--- src/hw/rtl/rbs_pkg.sv ---
// ----------------------------------------------------------------------------
// rbs_pkg: ray versus box slab test, shared types and constants
// Fixed-point widths, register indexes, face codes and payload structs.
// ----------------------------------------------------------------------------
package rbs_pkg;

  localparam int CW = 32;          // coordinate width
  localparam int FB = 16;          // fraction bits
  localparam int EW = CW - 1;      // extent width
  localparam int FW = CW + 1;      // box face width (exact)
  localparam int NW = CW + 2;      // slab numerator width (signed)
  localparam int MW = CW + 1;      // numerator magnitude width
  localparam int PW = 2 * CW - FB; // scaled product width

  localparam int DIV_LAT = CW + 2;
  localparam int SEL_LAT = 4;
  localparam int PT_LAT  = 2;
  localparam int RL      = DIV_LAT + SEL_LAT;
  localparam int VL      = RL + 1 + PT_LAT;

  localparam int IDXW = 3;
  localparam logic [IDXW-1:0] REG_CENTER_X = 3'd0;
  localparam logic [IDXW-1:0] REG_CENTER_Y = 3'd1;
  localparam logic [IDXW-1:0] REG_CENTER_Z = 3'd2;
  localparam logic [IDXW-1:0] REG_EXTENT_X = 3'd3;
  localparam logic [IDXW-1:0] REG_EXTENT_Y = 3'd4;
  localparam logic [IDXW-1:0] REG_EXTENT_Z = 3'd5;

  localparam logic [2:0] FACE_NONE  = 3'd0;
  localparam logic [2:0] FACE_NEG_X = 3'd1;
  localparam logic [2:0] FACE_POS_X = 3'd2;
  localparam logic [2:0] FACE_NEG_Y = 3'd3;
  localparam logic [2:0] FACE_POS_Y = 3'd4;
  localparam logic [2:0] FACE_NEG_Z = 3'd5;
  localparam logic [2:0] FACE_POS_Z = 3'd6;

  localparam logic signed [CW-1:0] T_MAX = {1'b0, {(CW-1){1'b1}}};
  localparam logic signed [CW-1:0] T_MIN = {1'b1, {(CW-1){1'b0}}};
  localparam logic [CW-1:0]        CAPU  = {1'b1, {(CW-1){1'b0}}};
  localparam logic [PW-1:0]        PLIM  = PW'(1) << CW;

  typedef struct packed {
    logic signed [CW-1:0] origin_x;
    logic signed [CW-1:0] origin_y;
    logic signed [CW-1:0] origin_z;
    logic signed [CW-1:0] dir_x;
    logic signed [CW-1:0] dir_y;
    logic signed [CW-1:0] dir_z;
  } in_t;

  typedef struct packed {
    logic                 hit;
    logic signed [CW-1:0] hit_distance;
    logic signed [CW-1:0] point_x;
    logic signed [CW-1:0] point_y;
    logic signed [CW-1:0] point_z;
    logic [2:0]           face_code;
  } out_t;

  // slab selection result handed to the hit point stage
  typedef struct packed {
    logic                 miss;
    logic signed [CW-1:0] t;
    logic [2:0]           face;
  } sel_t;

  // ray plus per-axis flags carried along the pipeline
  typedef struct packed {
    in_t        ray;
    logic [2:0] nz;    // direction nonzero
    logic [2:0] pout;  // origin outside slab
  } line_t;

endpackage

--- src/hw/rtl/rbs_slab_sel.sv ---
// ----------------------------------------------------------------------------
// rbs_slab_sel: slab interval merge
// Sorts each axis pair, tightens entry/exit over x, y, z and picks the hit.
// ----------------------------------------------------------------------------
module rbs_slab_sel (
  input  logic                          clk,
  input  logic                          en,
  input  logic signed [rbs_pkg::CW-1:0] t0 [3],
  input  logic signed [rbs_pkg::CW-1:0] t1 [3],
  input  logic [2:0]                    nz,
  input  logic [2:0]                    pout,
  output rbs_pkg::sel_t                 res
);

  localparam int CW = rbs_pkg::CW;

  typedef struct packed {
    logic                 any;
    logic signed [CW-1:0] ent;
    logic [2:0]           ef;
    logic signed [CW-1:0] ext;
    logic [2:0]           xf;
  } acc_t;

  localparam logic [2:0] FNEG [3] = '{rbs_pkg::FACE_NEG_X, rbs_pkg::FACE_NEG_Y,
                                      rbs_pkg::FACE_NEG_Z};
  localparam logic [2:0] FPOS [3] = '{rbs_pkg::FACE_POS_X, rbs_pkg::FACE_POS_Y,
                                      rbs_pkg::FACE_POS_Z};

  function automatic acc_t fold(acc_t a, logic n, logic signed [CW-1:0] tmn,
                                logic [2:0] fmn, logic signed [CW-1:0] tmx,
                                logic [2:0] fmx);
    acc_t r;
    r = a;
    if (n) begin
      if (!a.any || tmn > a.ent) begin
        r.ent = tmn;
        r.ef  = fmn;
      end
      if (!a.any || tmx < a.ext) begin
        r.ext = tmx;
        r.xf  = fmx;
      end
      r.any = 1'b1;
    end
    return r;
  endfunction

  logic signed [CW-1:0] tmn_r [3];
  logic signed [CW-1:0] tmx_r [3];
  logic [2:0]           fmn_r [3];
  logic [2:0]           fmx_r [3];
  logic [2:0]           nz_r;
  logic                 pm_r;

  acc_t                 acc2_r;
  logic signed [CW-1:0] zmn_r, zmx_r;
  logic [2:0]           zfmn_r, zfmx_r;
  logic                 znz_r, pm2_r;

  acc_t                 acc3_r;
  logic                 pm3_r;

  acc_t                 acc_xy, acc_z;
  rbs_pkg::sel_t        res_nxt;

  always_comb begin
    acc_xy = fold('0, nz_r[0], tmn_r[0], fmn_r[0], tmx_r[0], fmx_r[0]);
    acc_xy = fold(acc_xy, nz_r[1], tmn_r[1], fmn_r[1], tmx_r[1], fmx_r[1]);
    acc_z  = fold(acc2_r, znz_r, zmn_r, zfmn_r, zmx_r, zfmx_r);
  end

  always_comb begin
    res_nxt.miss = pm3_r || (acc3_r.any && (acc3_r.ent > acc3_r.ext || acc3_r.ext < 0));
    if (!acc3_r.any) begin
      res_nxt.t    = rbs_pkg::T_MAX;
      res_nxt.face = rbs_pkg::FACE_NONE;
    end else if (acc3_r.ent < 0) begin
      res_nxt.t    = acc3_r.ext;
      res_nxt.face = acc3_r.xf;
    end else begin
      res_nxt.t    = acc3_r.ent;
      res_nxt.face = acc3_r.ef;
    end
  end

  always_ff @(posedge clk) begin
    if (en) begin
      for (int a = 0; a < 3; a++) begin
        if (t0[a] > t1[a]) begin
          tmn_r[a] <= t1[a];
          fmn_r[a] <= FPOS[a];
          tmx_r[a] <= t0[a];
          fmx_r[a] <= FNEG[a];
        end else begin
          tmn_r[a] <= t0[a];
          fmn_r[a] <= FNEG[a];
          tmx_r[a] <= t1[a];
          fmx_r[a] <= FPOS[a];
        end
      end
      nz_r   <= nz;
      pm_r   <= |(pout & ~nz);
      acc2_r <= acc_xy;
      zmn_r  <= tmn_r[2];
      zmx_r  <= tmx_r[2];
      zfmn_r <= fmn_r[2];
      zfmx_r <= fmx_r[2];
      znz_r  <= nz_r[2];
      pm2_r  <= pm_r;
      acc3_r <= acc_z;
      pm3_r  <= pm2_r;
      res    <= res_nxt;
    end
  end

endmodule

--- config.mk ---
export PLATFORM = sky130hd
export DESIGN_NAME = rbs_slab_sel
export DESIGN_NICKNAME = d
export VERILOG_FILES = /design/src/hw/rtl/rbs_pkg.sv /design/src/hw/rtl/rbs_slab_sel.sv
export SDC_FILE = /design/constraint.sdc
export NUM_CORES = 1
export LEC_CHECK = 0
export BUFFER_PORTS_ARGS = -buffer_cell sky130_fd_sc_hd__buf_4
export CORE_AREA = 2 2 230 232
export CTS_CLUSTER_SIZE = 40
export DETAILED_ROUTE_END_ITERATION = 16
export DIE_AREA = 0 0 232 234
export GPL_ROUTABILITY_DRIVEN = 0
export MAX_ROUTING_LAYER = met4
export PLACE_DENSITY = 0.72
export SKIP_CTS_REPAIR_TIMING = 1
export SLEW_MARGIN = 20
export SYNTH_ARGS = -nofsm -noshare
export SYNTH_HDL_FRONTEND = slang
export SYNTH_SLANG_ARGS = --single-unit
--- constraint.sdc ---
create_clock -name clk -period 7.5 [get_ports clk]
set_input_delay 0.375 -clock clk [delete_from_list [all_inputs] [get_ports clk]]
set_output_delay 0.375 -clock clk [all_outputs]
set_load 0.02 [all_outputs]
# Word-level counts from Yosys, hierarchy flattened
# Memories as Yosys holds them, arrays and structs flattened. A register that Yosys moved wholly into a read port is not among the register bits.
# Index checks and enable logic that the tools add are counted.
dict set report totals {
  regBits 185
  input_bits 200
  output_inout_bits 36
  ramBits 210
  word_cells 94
  n_memories 4
}
dict set report classes {
  n_mux 38
  bitwise 14
  order_cmp 10
  n_reduce_logical 10
}
# memory depth word_bits read_ports rd_ports_with_merged_regs wr line_no
set memory_table {}
lappend memory_table {tmn_r 3 32 3 1 3 rbs_slab_sel.sv:49} ;# logic signed [CW-1:0] tmn_r [3];
lappend memory_table {tmx_r 3 32 3 1 3 rbs_slab_sel.sv:50} ;# logic signed [CW-1:0] tmx_r [3];
lappend memory_table {fmn_r 3 3 3 1 3 rbs_slab_sel.sv:51} ;# logic [2:0] fmn_r [3];
lappend memory_table {fmx_r 3 3 3 1 3 rbs_slab_sel.sv:52} ;# logic [2:0] fmx_r [3];
# op n
set ops {}
lappend ops {{32-bit greater-than comparator} 6}
lappend ops {{32-bit 2-to-1 mux} 6}
lappend ops {{35-bit 2-to-1 mux} 5}
lappend ops {{70-bit 2-to-1 mux} 2}
lappend ops {{71-bit 2-to-1 mux} 1}
lappend ops {{32-bit by 1-bit < comparator with 1-bit output, second input constant} 2}
lappend ops {{32-bit < comparator} 2}
lappend ops {{1-bit 2-to-1 mux} 18}
lappend ops {{3-bit 2-to-1 mux} 6}
lappend ops {{1-bit bitwise OR} 12}
lappend ops {{1-bit logical OR} 6}
lappend ops {{3-bit AND} 1}
lappend ops {{3-bit NOT} 1}
lappend ops {{3-bit OR reduction} 1}
lappend ops {{1-bit zero test} 2}
lappend ops {{1-bit logical AND} 1}

# Logic depth before layout (Yosys ltp)
# Gate-level depths: netlist of run 1.
# An unclocked memory read counts as a cell.
dict set report logic_depth {
  ltp_word 6
  depth_mapped 14
  mapped_depth_nobuf 10
}

# Least setup slack after synthesis of run 1
# Ideal clock, no wire load.
dict set report synth_timing {
  path_kind {register to register}
  from {register nz_r[0]}
  to {register acc2_r[10] in the netlist's numbering (data pin)}
  required_ps 7243
  period_less_slack_ps 3388
  n_path_buf 5
  t_arrival_ps 3131
  setup_slack_ps 4112
  setup_ps 257
  stages_incl_launch_ff 14
  path_cell_list {edfxtp_1 -> clkbuf_1 -> clkbuf_1 -> clkbuf_1 -> nand2_1 -> ha_1 -> nand4_1 -> or4_1 -> a21oi_1 -> o21ai_1 -> a311o_1 -> buf_6 -> buf_6 -> a32o_1}
}
# item line_no
set synth_rtl {}
lappend synth_rtl {{start: declaration} rbs_slab_sel.sv:53} ;# logic [2:0] nz_r;
lappend synth_rtl {{start signal: assignment} rbs_slab_sel.sv:102} ;# nz_r <= nz;
lappend synth_rtl {{end signal: assignment} rbs_slab_sel.sv:104} ;# acc2_r <= acc_xy;
lappend synth_rtl {{end: declaration} rbs_slab_sel.sv:56} ;# acc_t acc2_r;

==> results of run 1 <==
==> state kept, by name (all words and copies together) (netlist names) <==
name	cells
zmn_r	32
acc2_r	71
acc3_r	71
znz_r	1
zmx_r	32
fmn_r	3
tmx_r	96
pm_r	1
res	36
pm3_r	1
pm2_r	1
nz_r	3
zfmn_r	1
tmn_r	96
fmx_r	3
zfmx_r	1
==> routing by layer <==
layer	share of wire (%)	vias to the layer above
met5	0	-
li1	-	8160
met3	6.5	149
met1	42	8424
met2	47	717
met4	4.3	0
==> placed cells by master (no fill, tap or decap), drive strengths merged, types with 8 or more instances in the layout <==
| master | count |
|---|---|
| nand2 | 184 |
| nor2 | 22 |
| o221a | 33 |
| mux2 | 226 |
| nor2b | 17 |
| edfxtp | 447 |
| nand3 | 15 |
| mux2i | 34 |
| ha | 254 |
| a32o | 67 |
| buf | 256 |
| o21ai | 28 |
| a21o | 47 |
| a21oi | 77 |
| nand4 | 92 |
| o211ai | 44 |
| inv | 217 |
| a31oi | 9 |
| clkinv | 22 |
| o21a | 9 |
| nor4 | 8 |
| clkbuf | 58 |
| a211oi | 8 |
==> power by group <==
group | leakage (uW) | internal (uW) | switching, uW
Combinational | 0.00711 | 694 | 843
Clock | 0.000762 | 1340 | 990
Sequential | 0.00440 | 3150 | 188
==> critical path: stages, from the launching register on <==
cell,delay [ns]
edfxtp_1,0.38
buf_12,0.44
nand2_1,0.11
ha_1,0.35
nand4_1,0.20
nor4_2,0.47
a31oi_1,0.23
nand2b_1,0.13
mux2i_1,0.10
a31oi_2,0.73
buf_4,0.40
a32o_1,0.29
==> kinds of logic (layout without fill, tap and decap cells) <==
group	after synthesis	in the layout	synth area share [%]
flops	449	449	52.5
fa+ha+maj	254	254	12.4
simple gates	376	376	7.20
compound gates	367	367	11.0
mux	260	260	11.7
buf+inv	311	561	5.24
==> path summary, 6_finish.rpt <==
path / startpoint / to / slack [ns] / cells after the start
setup / recovery: nz_r[0] / acc2_r[50] / 3.43 / 11
setup reg to reg: nz_r[0] / acc2_r[50] / 3.43 / 11
hold reg to reg: tmn_r[2][16] / zmn_r[16] / 0.42 / 0
hold / removal: t1[55] / tmn_r[1][23] / 0.09 / 2
==> cell type report <==
cell class	count	area [um2]	area share, %
multi-input combinational	1257	10900	36.8
sequential	449	13500	45.5
clock buffer	58	1260	4.25
clock inverter	30	283	0.956
timing repair buffer	259	2020	6.82
inverter	214	808	2.73
tap	688	861	2.91
==> through the flow <==
step	power, uW	hold WS, ns	instances
2_1_floorplan	4350	0.400	2017
3_3_place_gp	4830	0.401	2861
3_5_place_dp	4900	0.405	2861
4_1_cts	7220	-0.0392	2949
5_1_grt	7530	0.0906	2955
6_report	7210	0.0902	2955
==> impl_metrics.json, run 1 <==
{
  "syn_avg_cell_area_um2": 12.7,
  "rows": 84,
  "path_max_fanout": 134,
  "initial_core_util_pct": 49.3,
  "wl_per_cell_um": 21.5,
  "hold_path_class": "in -> reg",
  "synth_area_leaders": "edfxtp_1, ha_1, mux2_2",
  "yosysWarnings": 0,
  "grt_usage_pct": 24.1,
  "fin_nets": 2682,
  "grt_use_met3_pct": 2.99,
  "top_usage_layer": "met2",
  "worstPathArrival_ns": 4.49,
  "gr-usage-met1_pct": 31.1,
  "cts_inserted_buffers": 47,
  "placed_area_mm2": 0.0280,
  "syn_inst": 2017,
  "cts_tree": "yes",
  "cts_max_path_buffers": 3,
  "slew_headroom_pct": 33.4,
  "setup_viol": 0,
  "fp.dieW_um": 232,
  "worstPathRequired_ns": 7.93,
  "n_antenna_cell": 0,
  "synth_area_mm2": 0.0257,
  "clock.fmax_mhz": 246,
  "synth-edff-count": 447,
  "end_kind": "register",
  "drcViolationCount": 0,
  "fin_ws_ns": 3.43,
  "drt_iter0_drc": 1566,
  "dp_hpwl_um": 48000,
  "maxSlewViolCount": 0,
  "final_core_util_pct": 56.9,
  "drv_cap": 0,
  "final_area_mm2": 0.0296,
  "num-fill-cells": 4182,
  "period_minus_slack_ns": 4.07,
  "vias": 17500,
  "drive_gt1_share_pct": 26.3,
  "ant_nets": 0,
  "cts.clk_slew.worst_paths_ns": 0.06,
  "io_buffers": 235,
  "die_y_um": 234,
  "rsz0062_at_grt": "false",
  "synth_seq_cells": 449,
  "synth_top_cells_by_count": "edfxtp_1, ha_1, inv_1, mux2_2, nand2_1",
  "clk_latency_ns": 0.59,
  "vdd_drop_max_mv": 0.166,
  "yosys.area.top_type": "edfxtp_1",
  "grt_pass1_wl_um": 97000,
  "hold_violations": 0,
  "gr-total-overflow": 0,
  "netlist.area_leader.share_pct": 52.3,
  "p_per_area_mw_per_mm2": 244,
  "async_reset_ff_share_pct": 0,
  "worst_slew_pin_slew_ns": 0.999,
  "grt_max_degree": 176,
  "yosys.cell_count.top_type": "edfxtp_1",
  "cts_num_sinks": 449,
  "io_pins": 236,
  "syn_nets": 2471,
  "area_delta_synth_final_pct": 15.3,
  "grtUsageMet2_pct": 38.5,
  "fin_tns_setup_ns": 0,
  "yosysUniqueCellTypes": 63,
  "crit_type": "reg -> reg",
  "fin_skew_ns": 0.0196,
  "htree_levels": 2,
  "synth_ff_type": "edfxtp_1",
  "routed_wl_um": 63400,
  "first_pass_iters": 7,
  "power.leakage_uw": 0.0123,
  "grt_antenna_before_repair": 0,
  "clock-root-buffer": "clkbuf_16",
  "core_area_mm2": 0.0520,
  "grt_pass1_vias": 17400,
  "dieArea_mm2": 0.0543,
  "status": "completed",
  "layout_worst_path_cycle_share_pct": 54.2,
  "via_per_inst": 5.91,
  "crit_path_start_kind": "register",
  "seq_area_frac_synth_pct": 52.5,
  "preCtsSetupSlack_ns": 3.20
}
(Power assumes the default switching activity.)
==> run 2: changes to the inputs <==
--- a/config.mk
+++ b/config.mk
@@ -12,7 +12,7 @@
 export DIE_AREA = 0 0 232 234
 export GPL_ROUTABILITY_DRIVEN = 0
 export MAX_ROUTING_LAYER = met4
-export PLACE_DENSITY = 0.72
+export PLACE_DENSITY = 0.75
 export SKIP_CTS_REPAIR_TIMING = 1
 export SLEW_MARGIN = 20
 export SYNTH_ARGS = -nofsm -noshare
==> constraint.sdc (replaced) <==
create_clock -name clk -period 3.65 [get_ports clk]
set_input_delay 0.1825 -clock clk [delete_from_list [all_inputs] [get_ports clk]]
set_output_delay 0.1825 -clock clk [all_outputs]
set_load 0.02 [all_outputs]
==> impl_metrics.json, run 2 (synthesized netlist as in run 1, its figures left out) <==
{
  "final_common_cell": "edfxtp_1",
  "clk_latency_ns": 0.56,
  "preCtsSetupSlack_ns": 0.250,
  "dp_hpwl_um": 48900,
  "dp_cells": 2883,
  "grt_pass1_wl_um": 98500,
  "power.net_switching_uw": 4200,
  "layout_common_cells": "edfxtp_1, buf_4, dlygate4sd3_1",
  "grt_antenna_before_repair": 1,
  "hold_violations": 0,
  "p_per_area_mw_per_mm2": 473,
  "drcViolationCount": 0,
  "die_y_um": 234,
  "fin_tns_setup_ns": -0.289,
  "power_frac_seq_pct": 45.1,
  "gr-total-overflow": 0,
  "whs_ns": 0.00668,
  "reg_top3": "tmn_r x96, tmx_r x96",
  "hold_path_class": "in -> reg",
  "power.share.switching_pct": 27.4,
  "slew_headroom_pct": 30.2,
  "violations": "negative setup slack",
  "cts_tree": "yes",
  "drive_gt1_share_pct": 24.0,
  "reg2regPathDepth": 11,
  "layout_worst_path_cycle_share_pct": 102,
  "fin_ws_ns": -0.0760,
  "worstPathArrival_ns": 4.02,
  "cp-endpoint": "tmn_r[0][27]",
  "r2r_end": "acc2_r[53]",
  "htree_levels": 2,
  "fp.dieW_um": 232,
  "worstPathRequired_ns": 3.95,
  "stdcell_count": 3227,
  "crit_path_start_kind": "primary input",
  "routed_wl_um": 70300,
  "power.leakage_uw": 0.0134,
  "ant_nets": 0,
  "vdd_drop_max_mv": 0.312,
  "drt_iter0_drc": 1921,
  "reg2reg_from": "nz_r[0]",
  "area_delta_synth_final_pct": 26.2,
  "grt_usage_pct": 24.3,
  "comb_power_share_pct": 22.8,
  "clock.fmax_mhz": 268,
  "worst_slew_pin_slew_ns": 1.05,
  "fin_skew_ns": 0.0185,
  "io_buffers": 235,
  "end_kind": "register",
  "rows": 84,
  "cts_num_sinks": 449,
  "drv_cap": 0,
  "period_minus_slack_ns": 3.73,
  "status": "finished with violations",
  "grt_pass1_vias": 17500,
  "cts_inserted_buffers": 46,
  "cts_max_path_buffers": 3,
  "first_pass_iters": 6,
  "cts.clk_slew.worst_paths_ns": 0.06,
  "io_pins": 236,
  "via_per_inst": 5.89,
  "grt_max_degree": 182,
  "maxSlewViolCount": 0,
  "initial_core_util_pct": 49.3,
  "crit_type": "in -> reg",
  "internal_power_uw": 11100,
  "vias": 19000,
  "clkPwrFrac_pct": 32.1,
  "fin_nets": 2955,
  "wl_per_cell_um": 21.8,
  "path_max_fanout": 32,
  "clock-root-buffer": "clkbuf_16",
  "worstSetupStartpoint": "t1[91]",
  "setup_viol": 15,
  "reg2reg_slack_ns": 0.25,
  "dieArea_mm2": 0.0543,
  "core_area_mm2": 0.0520
}
[run 2: layer usage]
metal / routed length (um) / track usage [%]
met3: 5020 / 2.71
met5: 0 / -
met2: 33800 / 39.1
met1: 28500 / 32.1
met4: 2970 / 8.81
[run 2: worst min-delay path by stage]
stage	to	slack, ns	cells after the start	start
after floorplan	nz_r[0]	0.28	0	nz[0]
after global placement	nz_r[0]	0.38	1	nz[0]
after detailed placement	nz_r[0]	0.38	1	nz[0]
after CTS	nz_r[0]	-0.20	1	nz[0]
after global routing	tmx_r[2][21]	-0.002	2	t1[21]
final	tmx_r[2][21]	0.007	2	t1[21]
[run 2: critical path, cell delays in order]
cell           delay, ns
dlygate4sd3_1       0.53
buf_4               0.11
inv_1               0.05
ha_1                0.31
nand4_1             0.18
nor4_1              0.75
buf_4               0.25
o31a_1              0.19
nor4_1              0.10
nor2_4              0.17
buf_12              0.22
mux2_2              0.37
dlygate4sd3_1       0.57
[run 2: final cells by class]
cell class	count	area, um2
well taps	688	861
clock buffers	58	1260
fillers	3720	19600
clock inverters	27	322
repair buffers	533	4770
inverters	214	808
flip-flops and latches	449	13500
diodes	1	2.50
multi-input cells	1257	10900
[run 2: through the flow]
stage / util (%) / cell area (um2) / total power (uW)
global route: 62.2 / 32400 / 15900
detailed placement: 54.2 / 28200 / 10100
CTS: 57.3 / 29800 / 15000
finish: 62.2 / 32400 / 15300
global placement: 54.2 / 28200 / 9950
floorplan: - / 25700 / 8930
[run 2: power by group through the flow]
| stage | combinational (uW) | sequential [uW] | clock, uW |
|---|---|---|---|
| 2_1_floorplan | 2100 | 6830 | 0 |
| 3_3_place_gp | 2970 | 6980 | 0 |
| 3_5_place_dp | 3120 | 7000 | 0 |
| 4_1_cts | 3160 | 6890 | 4960 |
| 5_1_grt | 3820 | 6950 | 5160 |
| 6_report | 3490 | 6910 | 4920 |
